===== src/hw/rtl/vdi_pkg.sv =====
`default_nettype none
// ---------------------------------------------------------------------------
// vdi_pkg: shared constants and types of the vertex de-duplication indexer
// Sizes of the vertex table, attribute format and the stage record that
// travels along the cell chain.
// ---------------------------------------------------------------------------
package vdi_pkg;

  localparam int TABLE_DEPTH = 1024;
  localparam int ATTR_COUNT  = 8;
  localparam int ATTR_BITS   = 32;

  localparam int FIELD_BITS  = 32;
  localparam int TOL_BITS    = 31;
  localparam int OUT_IDX_W   = 10;
  localparam int IDX_W       = (TABLE_DEPTH > 1) ? $clog2(TABLE_DEPTH) : 1;
  localparam int DIFF_W      = ATTR_BITS + 1;
  localparam int CMP_W       = (DIFF_W > TOL_BITS) ? DIFF_W : TOL_BITS;

  localparam logic [TOL_BITS-1:0] TOL_RESET = TOL_BITS'(655);

  typedef logic [ATTR_BITS-1:0] attr_t;
  typedef attr_t [ATTR_COUNT-1:0] vertex_t;

  // One vertex on its way along the chain.
  typedef struct packed {
    logic              valid;
    logic              done;
    logic              reused;
    logic [IDX_W-1:0]  idx;
    vertex_t           attrs;
  } stage_t;

endpackage
`default_nettype wire


===== src/hw/rtl/vdi_cell.sv =====
`default_nettype none
// ---------------------------------------------------------------------------
// vdi_cell: one table entry of the indexer chain
// Holds one stored vertex, compares the passing vertex against it and
// claims the entry for the first unmatched vertex that finds it empty.
// ---------------------------------------------------------------------------
module vdi_cell import vdi_pkg::*; (
  input  wire logic                clk,
  input  wire logic                rst_n,
  input  wire logic                adv,
  input  wire logic [IDX_W-1:0]    cell_idx,
  input  wire logic [TOL_BITS-1:0] tol,
  input  wire stage_t              stage_i,
  output stage_t                   stage_o
);

  logic    ent_valid_r;
  vertex_t ent_r;
  stage_t  stage_r;
  stage_t  stage_nxt;
  logic    match;
  logic    store;

  always_comb begin
    logic signed [DIFF_W-1:0] d;
    logic [CMP_W-1:0]         mag;
    match = ent_valid_r;
    for (int k = 0; k < ATTR_COUNT; k++) begin
      d   = $signed({ent_r[k][ATTR_BITS-1], ent_r[k]}) -
            $signed({stage_i.attrs[k][ATTR_BITS-1], stage_i.attrs[k]});
      mag = CMP_W'(d[DIFF_W-1] ? -d : d);
      if (!(mag < CMP_W'(tol))) begin
        match = 1'b0;
      end
    end
  end

  always_comb begin
    stage_nxt = stage_i;
    store     = 1'b0;
    if (stage_i.valid && !stage_i.done) begin
      if (match) begin
        stage_nxt.done   = 1'b1;
        stage_nxt.reused = 1'b1;
        stage_nxt.idx    = cell_idx;
      end else if (!ent_valid_r) begin
        store            = 1'b1;
        stage_nxt.done   = 1'b1;
        stage_nxt.reused = 1'b0;
        stage_nxt.idx    = cell_idx;
      end
    end
  end

  always_ff @(posedge clk) begin
    if (!rst_n) begin
      ent_valid_r   <= 1'b0;
      stage_r.valid <= 1'b0;
    end else if (adv) begin
      stage_r <= stage_nxt;
      if (store) begin
        ent_valid_r <= 1'b1;
      end
    end
  end

  always_ff @(posedge clk) begin
    if (adv && store) begin
      ent_r <= stage_i.attrs;
    end
  end

  assign stage_o = stage_r;

endmodule
`default_nettype wire


===== config.mk =====
export PLATFORM = sky130hd
export DESIGN_NAME = vdi_cell
export DESIGN_NICKNAME = d
export VERILOG_FILES = /design/src/hw/rtl/vdi_pkg.sv /design/src/hw/rtl/vdi_cell.sv
export SDC_FILE = /design/constraint.sdc
export NUM_CORES = 2
export LEC_CHECK = 0
export ABC_AREA = 1
export BUFFER_PORTS_ARGS = -buffer_cell sky130_fd_sc_hd__buf_2
export CAP_MARGIN = 40
export CORE_ASPECT_RATIO = 1.4
export CORE_UTILIZATION = 60
export DETAILED_ROUTE_END_ITERATION = 8
export PLACE_DENSITY = 0.82
export SLEW_MARGIN = 20
export SYNTH_ARGS = -nofsm -noshare
export SYNTH_HDL_FRONTEND = slang
export SYNTH_SLANG_ARGS = --single-unit
export TNS_END_PERCENT = 30

===== constraint.sdc =====
create_clock -name clk -period 18.4 [get_ports clk]
set_input_delay 3.68 -clock clk [delete_from_list [all_inputs] [get_ports clk]]
set_output_delay 3.68 -clock clk [all_outputs]
set_load 0.01 [all_outputs]

Word level (Yosys, flattened, before mapping):

Cells that the tools add are included.

* add/subtract/negate cells: 16
* $lt $le $gt $ge: 8
* multiplexer cells: 22
* reduce and logical (&&, ||, !) cells: 5

Operators with widths (count)
* $lt 33x31->1: 8
* $mux 33: 8
* $neg 33->33: 8
* $sub 32x32->33: 8
* $mux 12: 3
* $mux 1: 11
* $reduce_and 2->1: 2
* $logic_and 1x1->1: 2
* $logic_not 1->1: 1

* register bits after elaboration: 526
* input bits: 313
* output and inout port bits: 269
* logic and storage cells: 72

Longest topological paths before layout:

* word-level depth: 15
* depth in mapped cells: 46
* gate-level depth less buffers: 44

Worst setup path after synthesis:

No wires, ideal clock.

* path kind: input to register
* start point: input port stage_i[267] (netlist name)
* end point: register ent_r[0] (netlist name), enable pin
* library setup time: 0.880 ns
* data arrival time: 14.660 ns
* required time: 17.520 ns
* path slack: 2.860 ns
* stages on the path: 5
* path buffers: 0
* cells stage by stage: inv_1 nand2_1 inv_1 nand2_1 nor2_1

* longest elaborated chain between the ends: 4

RTL lines
* start: declaration: RTL line vdi_cell.sv:13 `input wire stage_t stage_i,`
* $logic_not 1->1: RTL line vdi_cell.sv:41 `if (stage_i.valid && !stage_i.done) begin`
* $logic_and 1x1->1: RTL line vdi_cell.sv:41
* $mux 1: RTL line vdi_cell.sv:41
* $logic_and 1x1->1: RTL line vdi_cell.sv:68 `if (adv && store) begin`
* end signal: assignment: RTL line vdi_cell.sv:69 `ent_r <= stage_i.attrs;`
* end: declaration: RTL line vdi_cell.sv:18 `vertex_t ent_r;`

No other way between the ends.
A chain may end at the register's enable or synchronous reset.

==> summary.md <==
| Metric | Value |
|---|---|
| WS Path Type | `in -> reg` |
| Initial antenna violation count | `12` |
| Clock buffer depth | `3` |
| Peak supply drop | `0.105 mV` |
| Synthesis-to-finish area growth | `13.4%` |
| Comb pwr share | `36.1%` |
| TritonCTS Buffers | `51` |
| RSZ-0062 raised after global routing | `no` |
| Total gr overflow | `0` |
| Die Height | `336 µm` |
| First-pass DRT Iterations | `5` |
| Wire per inst | `17.8 µm` |
| CTS tree | `built` |
| Status | `finished clean` |
| Die area | `80,600 µm²` |
| PostCTS Resize Cnt | `0` |
| Initial DRC Count | `2,934` |
| Ratio of cells with drive above 1 in the final layout | `12.0%` |
| Slew margin rel. | `39.7%` |
| Switching Share | `36.3%` |
| Crit-path max cell delay | `0.59 ns` |
| Distinct cell type count after synthesis | `60` |
| CP required | `18.90 ns` |
| Int Pwr | `0.00251 W` |
| Setup Skew | `0.0119 ns` |
| Clock net sink count | `526` |
| Port Buffers | `581` |
| Most common cell in the netlist | `nand2_1` |
| Post-synth EDFFs | `524` |
| Nets | `8,117` |
| Asr flop ratio synth | `0%` |
| Synth Cell Area | `47,700 µm²` |
| Critical Path Sink Type | `flip-flop` |
| Root Driver | `clkbuf_16` |
| Post-Syn Instances | `6,656` |
| Minimum clock period | `8.94 ns` |
| Area contributors post-synth | `edfxtp_1 (33%), nand2_1 (16%), ha_1 (13%), inv_1 (9.6%), nor2_1 (5.1%)` |
| Top FF cell, synth | `edfxtp_1` |
| Hold Crit Class | `reg -> reg` |
| Synth Area in Compound Gates | `7.68%` |
| Post-DP Area | `52,200 µm²` |
| Worst-Margin Slew | `0.903 ns` |
| Initial Util | `60.4%` |
| Critical Path Start Type | `input pin` |
| Syn Area/Cell | `7.16 µm²` |
| Vias | `45,859` |
| DRC viols | `0` |
| Yosys Warn Count | `0` |
| CTS Hold Bufs | `0` |
| XOR/XNOR Fraction of Synth Area | `5.74%` |
| Die width | `240 µm` |
| Maximum fanout along the worst path | `20` |
| First-pass GRT wire length | `228,000 µm` |
| Clock share of power | `28.4%` |
| Pin count of the biggest net entering global routing | `74` |
| Reg power frac | `35.5%` |
| Synthesized Nets | `7,481` |
| Main combinational cell family by area after synthesis | `simple AND/OR/NAND/NOR gates` |
| Fmax | `112 MHz` |
| Critical-path top delay cell | `inv_1` |
| DR vias/cell | `5.46` |
| CTS clk-pin slew, worst paths | `0.07 ns` |
| Clock Latency Late Sink | `0.63 ns` |
| IO Count | `582` |
| Most frequent CP cell | `nand2_1` |
| Arrival @ worst endpoint | `9.44 ns` |
| Max Cap Viol | `0` |
| Post-Synth Simple-Gate Area | `29.9%` |
| Core footprint | `78,900 µm²` |
| Post-route cell area | `54,100 µm²` |
| Final hold vios | `0` |
| Rows | `122` |
| Yosys top cell area share | `33.0%` |
| Sw Pwr | `0.00143 W` |
| Drt total wl | `150,000 µm` |
| Placer Congestion | `1.03` |
| DPL Wire Length | `122,000 µm` |
| Final-report max-slew violation count | `0` |
| Mux contribution to synthesized area | `0%` |
| Synth area leader | `edfxtp_1` |
| Post-CTS Setup Inserts | `0` |
| Leakage | `28.2 nW` |
| Vias in the first global route | `44,668` |
| H-tree depth | `2` |
| Routed Antenna Nets | `0` |
| Synth top cells by count | `nand2_1 (2,009), inv_1 (1,218), nor2_1 (653)` |
| Sequential share of the synthesized area | `33.1%` |
| Total track usage | `36.5%` |
| P per Cell Area | `72.9 nW/µm²` |
| Setup violators final | `0` |
| Synth Register Bits | `526` |
| Setup TNS | `0 ns` |
| Synthesized-area fraction occupied by adder cells | `13.6%` |
| Final cycle utilization of the critical path | `48.6%` |
state kept, by name, summed over array words and instances (netlist names):
| register | flops |
|---|---|
| ent_r | 256 |
| ent_valid_r | 1 |
| stage_o | 269 |
metrics by stage:
step	hold WS [ns]	instances	total power, W	utilization (%)	worst slack [ns]
after floorplan	0.447	6656	0.00242	-	2.86
after global placement	0.465	8274	0.00277	65.7	9.04
after detailed placement	0.473	8290	0.00282	66.2	8.86
after CTS	0.493	8385	0.00393	68.4	9.49
after global routing	0.515	8390	0.00417	68.5	8.78
final	0.501	8398	0.00394	68.5	9.46
worst paths after layout:
check / startpoint / endpoint / slack, ns / cells after the start
max: stage_i[64] / stage_o[262]$_DFFE_PP_ / 9.46 / 44
min: ent_valid_r$_SDFFE_PN0P_ / ent_valid_r$_SDFFE_PN0P_ / 0.50 / 2
max reg2reg: ent_r[224]$_DFFE_PP_ / stage_o[262]$_DFFE_PP_ / 12.22 / 41
min reg2reg: ent_valid_r$_SDFFE_PN0P_ / ent_valid_r$_SDFFE_PN0P_ / 0.50 / 2
power by group through the flow:
stage,sequential [W],clock (W),combinational [W]
after CTS,0.00140,0.00113,0.00140
after detailed placement,0.00143,0,0.00140
after global routing,0.00141,0.00116,0.00160
final,0.00140,0.00112,0.00142
after floorplan,0.00146,0,0.000961
after global placement,0.00142,0,0.00135
metal layers:
| layer | track usage, % | share of wire, % |
|---|---|---|
| met1 | 38.3 | 36 |
| met5 | 0 | 0.035 |
| met4 | 25.3 | 7.6 |
| met3 | 5.26 | 6.5 |
| met2 | 66.3 | 50 |
cells by family after synthesis:
| group | Yosys count |
|---|---|
| buffers and inverters | 1273 |
| adder cells (fa/ha/maj) | 512 |
| AO/OA/AOI/OAI | 662 |
| XOR/XNOR | 302 |
| AND/OR/NAND/NOR | 3381 |
| flip-flops | 526 |
worst max-delay path: cells and delay by family:
kind | cells | cell delay, ns
xor+xnor | 1 | 0.17
compound gates | 1 | 0.23
fa+ha+maj | 3 | 0.89
simple gates | 34 | 3.53
buf+inv | 5 | 0.92
placed cells by master, fill, tap and decap left out, types with 44 or more instances in the layout:
cell / count
nand2_1: 2009
nand4_1: 82
nor2_1: 652
edfxtp_1: 524
a21oi_1: 364
xor2_1: 215
ha_1: 504
buf_2: 581
o21ai_0: 153
xnor2_1: 75
inv_1: 1217
nand3b_1: 44
nor3_1: 72
nand3_1: 354
clkbuf_16: 53
area by class of cell:
type	count	area (µm²)
Clock buffer	59	1350
Fill cell	6894	24800
Timing Repair Buffer	610	3410
Sequential cell	526	15800
Tap cell	1054	1320
Inverter	1246	4680
Clock inverter	36	399
Antenna cell	10	25.0
Multi-Input combinational cell	4857	27100
Power figures use the tool's default switching activity.
